===== src/rtl/wgm_pkg.sv =====
// Shared types, command codes and a case-folding helper function for the wildcard glob matcher.
package wgm_pkg;

	localparam logic [1:0] CMD_CLEAR  = 2'd0;
	localparam logic [1:0] CMD_APPEND = 2'd1;
	localparam logic [1:0] CMD_VALUE  = 2'd2;
	localparam logic [1:0] CMD_END    = 2'd3;

	localparam logic [15:0] UNIT_QUESTION = 16'h003F;
	localparam logic [15:0] UNIT_STAR     = 16'h002A;

	typedef struct packed {
		logic [1:0]  cmd;
		logic [15:0] code_unit;
	} req_t;

	typedef struct packed {
		logic matched;
		logic pattern_overflow;
	} rsp_t;

	// Broadcast from the top level to every cell.
	typedef struct packed {
		logic        rearm;
		logic        step;
		logic        clear;
		logic        write;
		logic        unit_star;
		logic        unit_quest;
		logic [15:0] unit;
	} cell_ctl_t;

	// Handed from one cell to its right-hand neighbor.
	typedef struct packed {
		logic skip;
		logic adv;
		logic vld;
		logic star_v;
	} cell_link_t;

	function automatic logic [15:0] fold_unit(input logic [15:0] u);
		logic [15:0] r;
		r = u;
		if (u >= 16'h0041 && u <= 16'h005A) begin
			r = u + 16'h0020;
		end
		return r;
	endfunction

endpackage


===== src/rtl/wgm_cell.sv =====
// One pattern position of the matcher chain: stored unit, valid bit and active bit.
module wgm_cell #(
	parameter bit FIRST = 1'b0
) (
	input  logic                  clk,
	input  logic                  arst_n,
	input  wgm_pkg::cell_ctl_t    ctl,
	input  wgm_pkg::cell_link_t   lnk_in,
	output wgm_pkg::cell_link_t   lnk_out,
	output logic                  acc
);

	logic        a_q;
	logic        vld_q;
	logic [15:0] unit_q;
	logic        star_q;
	logic        quest_q;

	logic c;
	logic star_v;
	logic match_v;
	logic is_end;
	logic wr;

	// Runs of stars are stored as a single star, so the closure reaches one cell only.
	assign c       = a_q | lnk_in.skip;
	assign star_v  = vld_q & star_q;
	assign match_v = vld_q & ~star_q & (quest_q | (unit_q == ctl.unit));
	assign is_end  = ~vld_q & lnk_in.vld;
	assign wr      = ctl.write & is_end & ~(ctl.unit_star & lnk_in.star_v);
	assign acc     = c & is_end;

	assign lnk_out.skip   = a_q & star_v;
	assign lnk_out.adv    = c & match_v;
	assign lnk_out.vld    = vld_q;
	assign lnk_out.star_v = star_v;

	always_ff @(posedge clk or negedge arst_n) begin
		if (!arst_n) begin
			a_q   <= FIRST;
			vld_q <= 1'b0;
		end else begin
			if (ctl.rearm) begin
				a_q <= FIRST;
			end else if (ctl.step) begin
				a_q <= (c & star_v) | lnk_in.adv;
			end
			if (ctl.clear) begin
				vld_q <= 1'b0;
			end else if (wr) begin
				vld_q <= 1'b1;
			end
		end
	end

	always_ff @(posedge clk) begin
		if (wr) begin
			unit_q  <= ctl.unit;
			star_q  <= ctl.unit_star;
			quest_q <= ctl.unit_quest;
		end
	end

endmodule


===== config.mk =====
export PLATFORM = sky130hd
export DESIGN_NAME = wgm_cell
export DESIGN_NICKNAME = d
export VERILOG_FILES = /design/src/rtl/wgm_pkg.sv /design/src/rtl/wgm_cell.sv
export SDC_FILE = /design/constraint.sdc
export NUM_CORES = 1
export LEC_CHECK = 0
export BUFFER_PORTS_ARGS = -buffer_cell sky130_fd_sc_hd__buf_4
export CAP_MARGIN = 20
export CORE_MARGIN = 4
export CORE_UTILIZATION = 46
export DETAILED_ROUTE_END_ITERATION = 8
export PLACE_DENSITY_LB_ADDON = 0.25
export SKIP_LAST_GASP = 1
export SLEW_MARGIN = 25
export SYNTH_ARGS = -nofsm -noshare
export SYNTH_HDL_FRONTEND = slang
export SYNTH_SLANG_ARGS = --single-unit

===== constraint.sdc =====
create_clock -name clk -period 2.6 [get_ports clk]
set_clock_uncertainty 0.15 [all_clocks]
set_input_delay 0.26 -clock clk [delete_from_list [all_inputs] [get_ports clk]]
set_output_delay 0.26 -clock clk [all_outputs]
set_load 0.02 [all_outputs]

# Word-level counts from Yosys, hierarchy flattened
# Index checks and enable logic that the tools add are counted.
[totals]
reg_bits = 20
output_inout_bits = 5
word_cells = 29
[classes]
eq_ne = 1
n_mux = 4
bitwise_logic = 17
reduce_logical = 2
[op_table]
columns = ["operator", "n"]
rows = [
  ["$eq 16x16->1", 1],
  ["$and 1x1->1", 11],
  ["$mux 1", 4],
  ["$reduce_bool 2->1", 2],
  ["$not 1->1", 3],
  ["$or 1x1->1", 3],
]

# Longest topological paths before layout
[logic_depth]
ltp_word = 6
depth_mapped = 4
mapped_depth_nobuf = 4

# Least setup slack after synthesis
# Ideal clock, no wire load.
[synth_path]
path_kind = "register -> register"
from = "reg vld_q"
to = "reg quest_q, enable pin"
setup_time_ps = 401
t_arrival_ps = 1519
required_ps = 2049
setup_slack_ps = 530
path_stages_with_launch = 3
n_path_buf = 0
synth_period_minus_slack_ps = 2070
cell_sequence = "dfrtp_1 > nand3b_1 > a21oi_1"
[synth_via]
elab_chain_len = 4
[synth_lines]
columns = ["item", "line_no", "text"]
rows = [
  ["start, declared", "wgm_cell.sv:14", "logic vld_q;"],
  ["start signal, assigned", "wgm_cell.sv:41", "vld_q <= 1'b0;"],
  ["start signal, assigned", "wgm_cell.sv:49", "vld_q <= 1'b0;"],
  ["start signal, assigned", "wgm_cell.sv:51", "vld_q <= 1'b1;"],
  ["$not 1->1", "wgm_cell.sv:29", "assign is_end = ~vld_q & lnk_in.vld;"],
  ["$and 1x1->1", "wgm_cell.sv:29", ""],
  ["$and 1x1->1 (2 in series)", "wgm_cell.sv:30", "assign wr = ctl.write & is_end & ~(ctl.unit_star & lnk_in.star_v);"],
  ["named net wr", "wgm_cell.sv:23", "logic wr;"],
  ["end signal, assigned", "wgm_cell.sv:60", "quest_q <= ctl.unit_quest;"],
  ["end, declared", "wgm_cell.sv:17", "logic quest_q;"],
]
# The timed path passes the listed nets, and every way through them passes these cells.
# A chain may end at the register's enable or synchronous reset.

==> summary.txt <==
RSZ-0062 raised after global routing - false
Final min period - 2.495 ns
DRC - 0
Max VDD drop - 0.3284 mV
Pre-antenna DRT Iters - 4
Clock power frac - 23.7%
PostCTS Resize Cnt - 0
Startpoint Class - input pin
Routed WL per cell - 13.84 um
Via density - 4.730
Worst Setup End Kind - primary output
Avg Cell Area, Syn - 15.51 um^2
Top cells by area, synth - edfxtp_1, xor2_1, dfrtp_1
Antenna violation net count after detailed routing - 0
Clock latency on the worst-skew pair - 0.30 ns
Fin nets - 141
# IOs - 33
Final setup margin - 0.1051 ns
Slew Limit Headroom - 64.28%
Critical path class - in2out
Warnings, synthesis - 0
Sw Ratio - 22.74%
Register area share after synthesis - 68.01%
H-tree Lvls - 1
Clock slew at reported path FFs - 0.10 ns
Status - completed
Mapped Cells - 56
Worst-case clock buffer depth - 2
Lkg Pwr - 0.5576 nW
First-pass GRT wire length - 3.070 mm
Fraction of layout cells with a size suffix above 1 - 34.82%
Worst-margin pin slew - 0.5358 ns
Total gr overflow - 0
Reg2reg setup slack - 0.76 ns
Layout area overhead - 58.07%
Fin crit share - 95.96%
CP Max Fanout - 2
# diodes - 0
P per Cell Area - 461.0 nW/um^2
GPL Wtd Cong - 0.6740
FF-to-FF path depth - 3
Setup Viol. Count Final - 0
RR Startpoint - vld_q$_DFFE_PN0P_
Die height - 51.45 um
Seq. cell area - 590.6 um^2
Hold crit path type - in2async
Root Driver - clkbuf_4
Max frequency - 400.8 MHz
Gate power share - 17.2%
Crit. Startpoint - ctl[0]
Sum Neg Setup Slack - 0 ns
Hold_buf cts - 17
Max cap viols - 0
Biggest area consumer among synthesized cells - edfxtp_1
P_sw - 0.1439 mW
Synth top area share - 62.25%
Total Power - 0.6327 mW
Fillers - 114
Vias in the first global route - 717
WP data required - 2.19 ns
IO buf count - 32
Footprint of the multi-input gates - 266.5 um^2
Starting Density - 49.22%
Worst reg2reg endpoint - unit_q[6]$_DFFE_PP_
Die area - 2647 um^2
# rows - 15
GRT Resource Usage Total - 15.87%
HPWL after detailed placement - 1.343 mm
CTS Sinks - 20
CP Data Arrival Time - 2.08 ns
Die Wd - 51.45 um
Pre-CTS setup slack - 0.6114 ns
Slew Viols, Final - 0
Core Footprint - 1764 um^2
Count of cell types in the netlist - 16
CTS tree - built
Largest net degree at the start of global routing - 12
Routed wire length - 1.896 mm
Flops & latches, synth - 20
Sequential Power Share - 59.1%
P_int - 0.4888 mW
Initial antenna violation count - 0
Vias - 648
Setup repair bufs after CTS - 0
Mapped Nets - 84
Mapped Area - 868.3 um^2
DR iter-0 viols - 7
Final hold vios - 0
Cts bufs inserted - 3
==> power by group through the flow <==
stage,combinational (mW),sequential [mW],clock (mW)
after floorplan,0.0351,0.379,0
after global routing,0.118,0.375,0.167
after global placement,0.0807,0.380,0
final,0.109,0.374,0.150
after detailed placement,0.0834,0.381,0
after CTS,0.104,0.374,0.151
==> cell usage in the layout (no fill, tap or decap) <==
master,instances
o21a_1,1
nor4_1,3
clkbuf_4,3
nor2_1,4
nor4b_2,1
clkinv_1,1
a41oi_1,1
nor3_1,1
nor3b_1,2
edfxtp_1,18
nor4_2,1
and3_1,1
dfrtp_1,2
a21oi_2,1
dlygate4sd3_1,21
buf_4,33
nand3b_1,1
and2_1,1
xor2_1,16
==> worst max-delay path: stages <==
cell,delay [ns]
dlygate4sd3_1,0.54
buf_4,0.14
xor2_1,0.15
nor4_1,0.35
a41oi_1,0.20
nor4b_2,0.27
buf_4,0.19
==> stage by stage <==
step,hold WS (ns),instance area (um^2),std cells,utilization (%)
final,0.1206,1373,137,77.80
after global routing,0.1049,1373,137,77.80
after global placement,-0.1068,1136,112,64.40
after detailed placement,-0.1070,1136,112,64.40
after floorplan,-0.1856,868.3,56,-
after CTS,0.0004320,1333,133,75.53
==> how the worst max path moves through the flow <==
stage               depth (start not counted)                end  slack, ns
CTS                                         7         lnk_out[2]       0.11
finish                                      7         lnk_out[2]       0.11
global route                                7         lnk_out[2]       0.02
global placement                            6         lnk_out[2]       0.70
floorplan                                   2  quest_q$_DFFE_PP_       0.53
detailed placement                          6         lnk_out[2]       0.61
==> cells in the mapped netlist <==
cell,count
a21oi_1,1
a41oi_1,1
and2_1,1
and3_1,1
buf_4,2
dfrtp_1,2
edfxtp_1,18
nand3b_1,1
nor2_1,4
nor3_1,1
nor3b_1,2
nor4_1,3
nor4_2,1
nor4b_2,1
o21a_1,1
xor2_1,16
==> flip-flops by register name, summed over array words and instances (netlist names) <==
register / flops
a_q: 1
quest_q: 1
star_q: 1
unit_q: 16
vld_q: 1
==> cell type report <==
type	count	share of cell area, %
well taps	25	2.279
multi-input cells	34	19.42
clock buffers	3	1.641
repair buffers	54	33.36
flip-flops and latches	20	43.03
clock inverters	1	0.2735
==> metal layers <==
layer	vias up	wire (um)	GRT usage, %
met5	-	0	0
met4	0	25	6.550
met3	4	123	2.915
met2	26	1009	29.45
met1	300	738	17.45
li1	318	-	-
==> kinds of logic (layout without fill, tap and decap cells) <==
group                  count (synthesis)  in the layout  synth area share [%]
buffers and inverters                  2             58                 1.729
flip-flops                            20             20                 68.01
AO/OA/AOI/OAI                          3              3                 2.450
XOR/XNOR                              16             16                 16.14
AND/OR/NAND/NOR                       15             15                 11.67
(Power assumes the default switching activity.)
