<file path="src/rtl/wgm_pkg.sv">
// Shared types, command codes and a case-folding helper function for the wildcard glob matcher.
package wgm_pkg;

	localparam logic [1:0] CMD_CLEAR  = 2'd0;
	localparam logic [1:0] CMD_APPEND = 2'd1;
	localparam logic [1:0] CMD_VALUE  = 2'd2;
	localparam logic [1:0] CMD_END    = 2'd3;

	localparam logic [15:0] UNIT_QUESTION = 16'h003F;
	localparam logic [15:0] UNIT_STAR     = 16'h002A;

	typedef struct packed {
		logic [1:0]  cmd;
		logic [15:0] code_unit;
	} req_t;

	typedef struct packed {
		logic matched;
		logic pattern_overflow;
	} rsp_t;

	// Broadcast from the top level to every cell.
	typedef struct packed {
		logic        rearm;
		logic        step;
		logic        clear;
		logic        write;
		logic        unit_star;
		logic        unit_quest;
		logic [15:0] unit;
	} cell_ctl_t;

	// Handed from one cell to its right-hand neighbor.
	typedef struct packed {
		logic skip;
		logic adv;
		logic vld;
		logic star_v;
	} cell_link_t;

	function automatic logic [15:0] fold_unit(input logic [15:0] u);
		logic [15:0] r;
		r = u;
		if (u >= 16'h0041 && u <= 16'h005A) begin
			r = u + 16'h0020;
		end
		return r;
	endfunction

endpackage

</file>
<file path="src/rtl/wgm_rsp_queue.sv">
// Four-entry result queue that decouples the matcher from the result consumer.
module wgm_rsp_queue (
	input  logic            clk,
	input  logic            arst_n,
	input  logic            wr,
	input  wgm_pkg::rsp_t   wr_item,
	input  logic            rd,
	output logic            valid,
	output wgm_pkg::rsp_t   item,
	output logic [2:0]      cnt
);

	wgm_pkg::rsp_t mem [4];
	logic [1:0]    wr_ptr_q;
	logic [1:0]    rd_ptr_q;
	logic [2:0]    cnt_q;
	logic          pop;

	assign valid = cnt_q != 3'd0;
	assign pop   = valid & rd;
	assign item  = mem[rd_ptr_q];
	assign cnt   = cnt_q;

	always_ff @(posedge clk) begin
		if (wr) begin
			mem[wr_ptr_q] <= wr_item;
		end
	end

	always_ff @(posedge clk or negedge arst_n) begin
		if (!arst_n) begin
			wr_ptr_q <= 2'd0;
			rd_ptr_q <= 2'd0;
			cnt_q    <= 3'd0;
		end else begin
			if (wr) begin
				wr_ptr_q <= wr_ptr_q + 2'd1;
			end
			if (pop) begin
				rd_ptr_q <= rd_ptr_q + 2'd1;
			end
			cnt_q <= cnt_q + {2'b0, wr} - {2'b0, pop};
		end
	end

`ifndef NO_ASSERTIONS
	a_no_write_when_full: assert property (@(posedge clk) disable iff (!arst_n)
		!(wr && cnt_q == 3'd4 && !pop))
		else $error("result queue written while full");
	a_count_in_range: assert property (@(posedge clk) disable iff (!arst_n)
		cnt_q <= 3'd4)
		else $error("result queue count out of range");
`endif

endmodule

</file>
<file path="config.mk">
export PLATFORM = sky130hd
export DESIGN_NAME = wgm_rsp_queue
export DESIGN_NICKNAME = d
export VERILOG_FILES = /design/src/rtl/wgm_pkg.sv /design/src/rtl/wgm_rsp_queue.sv
export SDC_FILE = /design/constraint.sdc
export NUM_CORES = 1
export LEC_CHECK = 0
export BUFFER_PORTS_ARGS = -buffer_cell sky130_fd_sc_hd__buf_2
export CAP_MARGIN = 20
export CORE_MARGIN = 1.5
export CORE_UTILIZATION = 45
export CTS_BUF_LIST = sky130_fd_sc_hd__clkbuf_4 sky130_fd_sc_hd__clkbuf_8 sky130_fd_sc_hd__clkbuf_16
export CTS_CLUSTER_SIZE = 12
export DETAILED_ROUTE_END_ITERATION = 7
export PLACE_DENSITY = 0.66
export SYNTH_ARGS = -nofsm -noshare
export SYNTH_HDL_FRONTEND = slang
export SYNTH_SLANG_ARGS = --single-unit
</file>
<file path="constraint.sdc">
create_clock -name clk -period 4.9 [get_ports clk]
set_clock_uncertainty 0.1 [all_clocks]
set_input_delay 0.98 -clock clk [delete_from_list [all_inputs] [get_ports clk]]
set_output_delay 0.98 -clock clk [all_outputs]
set_load 0.01 [all_outputs]
</file>
# Word level (Yosys, flattened, before mapping)
# Memories as Yosys holds them, arrays and structs flattened.
# Index checks and enable logic that the tools add are counted.
[op_classes]
n_mux = 2
n_addsub = 4
reduce_logical = 1
bitwise = 1
[op_table]
columns = ["operator", "count"]
rows = [
  ["adder 2 x 1 -> 2 bit (second input constant)", 2],
  ["adder 3 x 1 -> 3 bit", 1],
  ["nonzero test 3 bit", 1],
  ["subtractor 3 x 1 -> 3 bit", 1],
  ["2-to-1 mux 1 bit", 2],
  ["bitwise AND 1 bit", 1],
]
[word_totals]
word_cells = 12
out_inout_bits = 6
mem_count = 1
ram_bits = 8
ff_bits = 7
in_bits = 6
[mem_list]
columns = ["name", "words", "width", "rd", "rd_clocked_by_memory_dff", "wr", "line", "text"]
rows = [
  ["mem", 4, 2, 1, 0, 1, "wgm_rsp_queue.sv:13", "wgm_pkg::rsp_t mem [4];"],
]

# Depth between registers and ports, before layout
# Gate-level depths: netlist (run 1).
[depth]
ltp_word = 3
ltp_mapped = 6
ltp_nobuf = 6

# Worst setup path before layout (run 1)
# Ideal clock, no wire load.
[synth_path]
path_type = "input to register"
start = "in rd"
end = "reg cnt_q[2] (netlist: cnt[2])"
setup_ns = 0.123
cell_stages = 6
n_path_buf = 0
arrival_ns = 2.054
required_time_ns = 4.677
slack_ns = 2.623
path_cell_list = "o31a_1 -> ha_1 -> inv_1 -> ha_1 -> fa_1 -> xnor2_1"
[synth_via]
elab_chain_cells = 2
[synth_lines]
columns = ["element", "line", "text"]
rows = [
  ["from (decl)", "wgm_rsp_queue.sv:7", "input logic rd,"],
  ["bitwise AND 1 bit", "wgm_rsp_queue.sv:20", "assign pop = valid & rd;"],
  ["subtractor 3 x 1 -> 3 bit", "wgm_rsp_queue.sv:42", "cnt_q <= cnt_q + {2'b0, wr} - {2'b0, pop};"],
  ["to (signal assigned)", "wgm_rsp_queue.sv:42", ""],
  ["to (decl)", "wgm_rsp_queue.sv:16", "logic [2:0] cnt_q;"],
]
# No other way between the ends.
# A chain may end at the register's enable or synchronous reset.

==> flow_summary.ini, run 1 <==
[status]
outcome = finished, final reports clean

[sta]
hold_viol = 0
maxSlewHeadroom_pct = 79.0
finalCriticalPeriod_ns = 2.48
period_share_pct = 50.6
rsz0062_at_grt = no
fmax_mhz = 403
setup_viol = 0
final_max_slew_viol_count = 0
tns_ns = 0
worst_slack_ns = 2.42
tightestPinTransition_ns = 0.310

[synthesis]
yosys.area.top_type = edfxtp_1
ys_ff_latch = 15
synth_cells = 44
synth_xor_area_share_pct = 6.38
syn_nets = 57
yosysTopAreaCellShare_pct = 35.0
synthDistinctLibCells = 14
avgSynthCellArea_um2 = 15.6
syn_area_um2 = 687
yosysSeqAreaShare_pct = 60.5
yosys-top-cells-area = edfxtp_1, dfrtp_1, ha_1, mux4_1, xor2_1
synth_top_family_by_area = adder cells
muxShareOfSynthArea_pct = 7.65
yosys.area_share.simple_pct = 5.10
synth-compound-area-share_pct = 3.28
yosysWarnings = 0
synth-adder-area-share_pct = 13.8

[cts]
cts_buffers = 3
htreeDepth = 1
post_cts_buffers = 0
clockBufferDepth = 2
clk_pin_slew_ns = 0.08
cts_resized = 0
clk_latency_ns = 0.27
cts_tree = yes
cts_hold_buf = 0
clockRootBuffer = clkbuf_4
clkSinkCount = 15

[global_routing]
grt.total_usage_pct = 13.7
grt_pass1_vias = 400
grt_overflow = 0
grt_max_degree = 9
grt_pass1_wl_mm = 1.79
antenna_found_initial = 0

[floorplan]
die_x_um = 42.1
die_h_um = 42.1
pin_count = 12
initial_core_util_pct = 50.3
rows = 13
dieArea_um2 = 1770
core-area_um2 = 1370

[final_layout]
post-route-util_pct = 57.9
fin_area_um2 = 791
drive_above_1_share_pct = 25.4
multiInputGateArea_um2 = 249
seqCellArea_um2 = 415
num_antenna_cells = 0
layout.nets = 73
filler_cell_count = 126
syn2layout_area_growth_pct = 15.1

[power]
power.density_nw_per_um2 = 568
finalPower_uw = 449
power.leakage_nw = 0.356
internal-power_uw = 300
pwr-share-seq_pct = 48.4
power_frac_comb_pct = 35.7
vdd_drop_max_mv = 0.261
switching_power_uw = 150
p_clk_share_pct = 15.9
swShare_pct = 33.3

[placed_design]
place_congestion = 0.670
portBuffers = 11
post-place-ws_ns = 2.46
place_area_um2 = 761

[route]
postRouteAntennaNets = 0
wl_met1_um = 435
num_vias = 366
drc = 0
dr_wl_met3_um = 34
first_pass_iters = 4
viasPerCell = 4.95
drt_iter0_markers = 3
drt_wl_total_um = 912
topRoutingLayerUsed = met4
wire_per_inst_um = 12.3
dr_wl_met2_um = 434

[worst_setup_path]
r2r_cells = 6
critPathRequiredTime_ns = 3.82
cp-end-kind = output port
start_kind = flip-flop
r2r-start = cnt[1]$_DFF_PN0_
criticalPathCategory = flip-flop to output port
rrSetupSlack_ns = 2.90
crit_fanout = 4
reg2reg_to = cnt[2]$_DFF_PN0_
cp.arrival_ns = 1.40

[hold_path]
hold_path_depth = 1
min_to = rd_ptr_q[1]$_DFFE_PN0P_
min_from = rd_ptr_q[1]$_DFFE_PN0P_
hp-class = flip-flop to flip-flop

[run]
drv_cap = 0
==> layout make-up <==
type                            count  area share (%)
Sequential cell                    15            52.5
Multi-Input combinational cell     23            31.5
Timing Repair Buffer               11            6.96
Clock buffer                        4            3.80
Inverter                            6            2.85
Tap cell                           15            2.37
==> routing by layer <==
metal / vias up / GRT usage (%)
met1: 174 / 18.5
met3: 2 / 3.88
li1: 183 / -
met5: - / 0
met4: 0 / 5.63
met2: 7 / 20.9
==> synthesized netlist by cell type, drive strengths merged <==
cell type and instances:
edfxtp 8, dfrtp 7, ha 6, inv 6, and2 4, xor2 3
mux4 2, xnor2 2, fa 1, nand2 1, o21ai 1, o311ai 1
o31a 1, or3 1
==> power by group through the flow <==
| stage | logic [mW] | registers (mW) | clock network [mW] |
|---|---|---|---|
| finish | 0.160 | 0.218 | 0.0715 |
| global route | 0.188 | 0.227 | 0.0816 |
| floorplan | 0.111 | 0.219 | 0 |
| global placement | 0.159 | 0.220 | 0 |
| detailed placement | 0.163 | 0.222 | 0 |
| CTS | 0.165 | 0.219 | 0.0753 |
==> flip-flops by register name (all words and copies together) (netlist names) <==
register	flops
cnt	3
wr_ptr_q	2
mem	8
rd_ptr_q	2
==> how the worst max path moves through the flow <==
stage,from,cells after the start,slack [ns],end
detailed placement,rd,7,2.46,cnt[2]$_DFF_PN0_
CTS,rd_ptr_q[0]$_DFFE_PN0P_,2,2.40,item[1]
global route,rd_ptr_q[0]$_DFFE_PN0P_,2,2.35,item[1]
finish,rd_ptr_q[0]$_DFFE_PN0P_,2,2.42,item[0]
global placement,rd,7,2.46,cnt[2]$_DFF_PN0_
floorplan,rd,6,2.62,cnt[2]$_DFF_PN0_
==> stage by stage <==
step	hold WS, ns	instances
after global routing	0.420	74
after CTS	0.419	74
after detailed placement	0.409	70
after floorplan	0.373	44
final	0.410	74
after global placement	0.412	70
==> layout by cell type (no fill, tap or decap) <==
cell type,synthesis,final
buf_2,0,11
edfxtp_1,8,8
dfrtp_1,7,7
inv_1,6,6
ha_1,6,6
and2_1,4,4
clkbuf_4,0,4
xor2_1,3,3
mux4_1,2,2
xnor2_1,2,2
o31a_1,1,1
or3_1,1,1
nand2_1,1,1
o21ai_0,1,1
o311ai_1,1,1
fa_1,1,1
==> worst max-delay path: stages (launching register included) <==
cell and delay, ns:
dfrtp_1 0.43, mux4_1 0.56, buf_2 0.15
==> cell families (layout without fill, tap and decap cells) <==
logic type,after synthesis,after routing
compound gates,3,3
xor+xnor,5,5
fa+ha+maj,7,7
buf+inv,6,21
flops,15,15
mux,2,2
simple gates,6,6
Power figures use the tool's default switching activity.
==> inputs of run 2 (changes only) <==
Clock period 4.9 ns to 2.5 ns, I/O delays scaled along.
==> flow_summary.ini, run 2 (same netlist as run 1, synthesis figures left out) <==
[route]
drc = 0
num_vias = 360
viasPerCell = 4.80
first_pass_iters = 1
drt_iter0_markers = 0
postRouteAntennaNets = 0
wire_per_inst_um = 11.9
drt_wl_total_um = 893

[final_layout]
largest_register_ffs = 8
top_register = mem
drive_above_1_share_pct = 25.0
fin_area_um2 = 801
syn2layout_area_growth_pct = 16.6
filler_cell_count = 119
final_common_cell = buf_2
layout.nets = 74
num_antenna_cells = 0
layout_common_cells = buf_2, edfxtp_1, dfrtp_1, inv_1, ha_1

[placed_design]
post-place-ws_ns = 0.531
place_congestion = 0.717
portBuffers = 11
place_area_um2 = 761

[hold_path]
hp-class = primary input to flip-flop
min_from = wr_item[1]
min_to = mem[2][1]$_DFFE_PP_
hold_path_depth = 1

[worst_setup_path]
cp-end-kind = output port
r2r-start = cnt[1]$_DFF_PN0_
crit_fanout = 4
rrSetupSlack_ns = 0.51
slowest_delay_ns = 0.56
critPathTopFamily = multiplexers
worst-path-buf-inv = 1
r2r_cells = 6
critPathRequiredTime_ns = 1.90
start_kind = flip-flop
critPathSlowestCell = mux4_1
cp.arrival_ns = 1.42
setup.worst_path.start = rd_ptr_q[0]$_DFFE_PN0P_
reg2reg_to = cnt[2]$_DFF_PN0_
worstPathCellList = mux4_1 > buf_2
criticalPathCategory = flip-flop to output port

[global_routing]
grt.total_usage_pct = 12.7
grt_overflow = 0
grt_max_degree = 9
grt_pass1_vias = 378
antenna_found_initial = 0
grt_pass1_wl_mm = 1.58

[floorplan]
die_x_um = 42.1
initial_core_util_pct = 50.3
die_h_um = 42.1
core-area_um2 = 1370
pin_count = 12
dieArea_um2 = 1770
rows = 13

[sta]
rsz0062_at_grt = no
worst_slack_ns = 0.480
setup_viol = 0
finalCriticalPeriod_ns = 2.02
fmax_mhz = 495
tightestPinTransition_ns = 0.297
tns_ns = 0
maxSlewHeadroom_pct = 79.9
hold_viol = 0
period_share_pct = 80.8
final_max_slew_viol_count = 0

[power]
power.density_nw_per_um2 = 1100
power.leakage_nw = 0.360
vdd_drop_max_mv = 0.574

[cts]
clockBufferDepth = 2
clk_latency_ns = 0.27
post_cts_buffers = 0
cts_tree = yes
clockRootBuffer = clkbuf_4
clk_pin_slew_ns = 0.09
cts_buffers = 3
clkSinkCount = 15
htreeDepth = 1

[run]
drv_cap = 0

[status]
outcome = finished, final reports clean
==> run 2: cell types whose count changed in the layout (fill, tap and decap cells not counted) <==
cell           previous run  this run
dlygate4sd3_1             0         1
==> run 2: worst max path at each step <==
| stage | cells past startpoint | to | slack (ns) |
|---|---|---|---|
| finish | 2 | item[1] | 0.48 |
| global route | 2 | item[0] | 0.38 |
| CTS | 2 | item[0] | 0.45 |
| detailed placement | 6 | cnt[2]$_DFF_PN0_ | 0.53 |
| global placement | 6 | cnt[2]$_DFF_PN0_ | 0.53 |
| floorplan | 6 | cnt[2]$_DFF_PN0_ | 0.53 |
==> run 2: per-stage QoR <==
stage          util, %  hold WS (ns)  cells  power (mW)
2_1_floorplan        -         0.104     44       0.648
3_3_place_gp      55.7         0.242     70       0.752
3_5_place_dp      55.7         0.246     70       0.751
4_1_cts           58.6         0.334     75       0.900
5_1_grt           58.6         0.331     75       0.964
6_report          58.6         0.341     75       0.883
==> run 2: where the power goes <==
part	leakage [nW]	total [mW]	internal, mW	switching [mW]
logic	0.186	0.315	0.164	0.150
registers	0.156	0.425	0.351	0.0743
clock network	0.0184	0.143	0.0726	0.0707
==> run 2: cell type report <==
cell class	count	area [um2]	share of cell area, %
Multi-Input combinational cell	23	249	31.1
Inverter	6	22.5	2.81
Sequential cell	15	415	51.9
Clock buffer	4	30.0	3.75
Tap cell	15	18.8	2.34
Timing Repair Buffer	12	65.1	8.12
==> run 2: routing by layer <==
metal / GRT usage (%) / vias up / wire, um
li1: - / 186 / -
met1: 14.9 / 167 / 416
met2: 19.4 / 5 / 443
met3: 3.88 / 2 / 24
met4: 9.38 / 0 / 8
met5: 0 / - / 0
==> run 2: what timing repair did <==
item                      4_1_cts  5_1_grt
hold endpoints to repair        7        0
hold buffers                    1        0
resized for setup               0        0
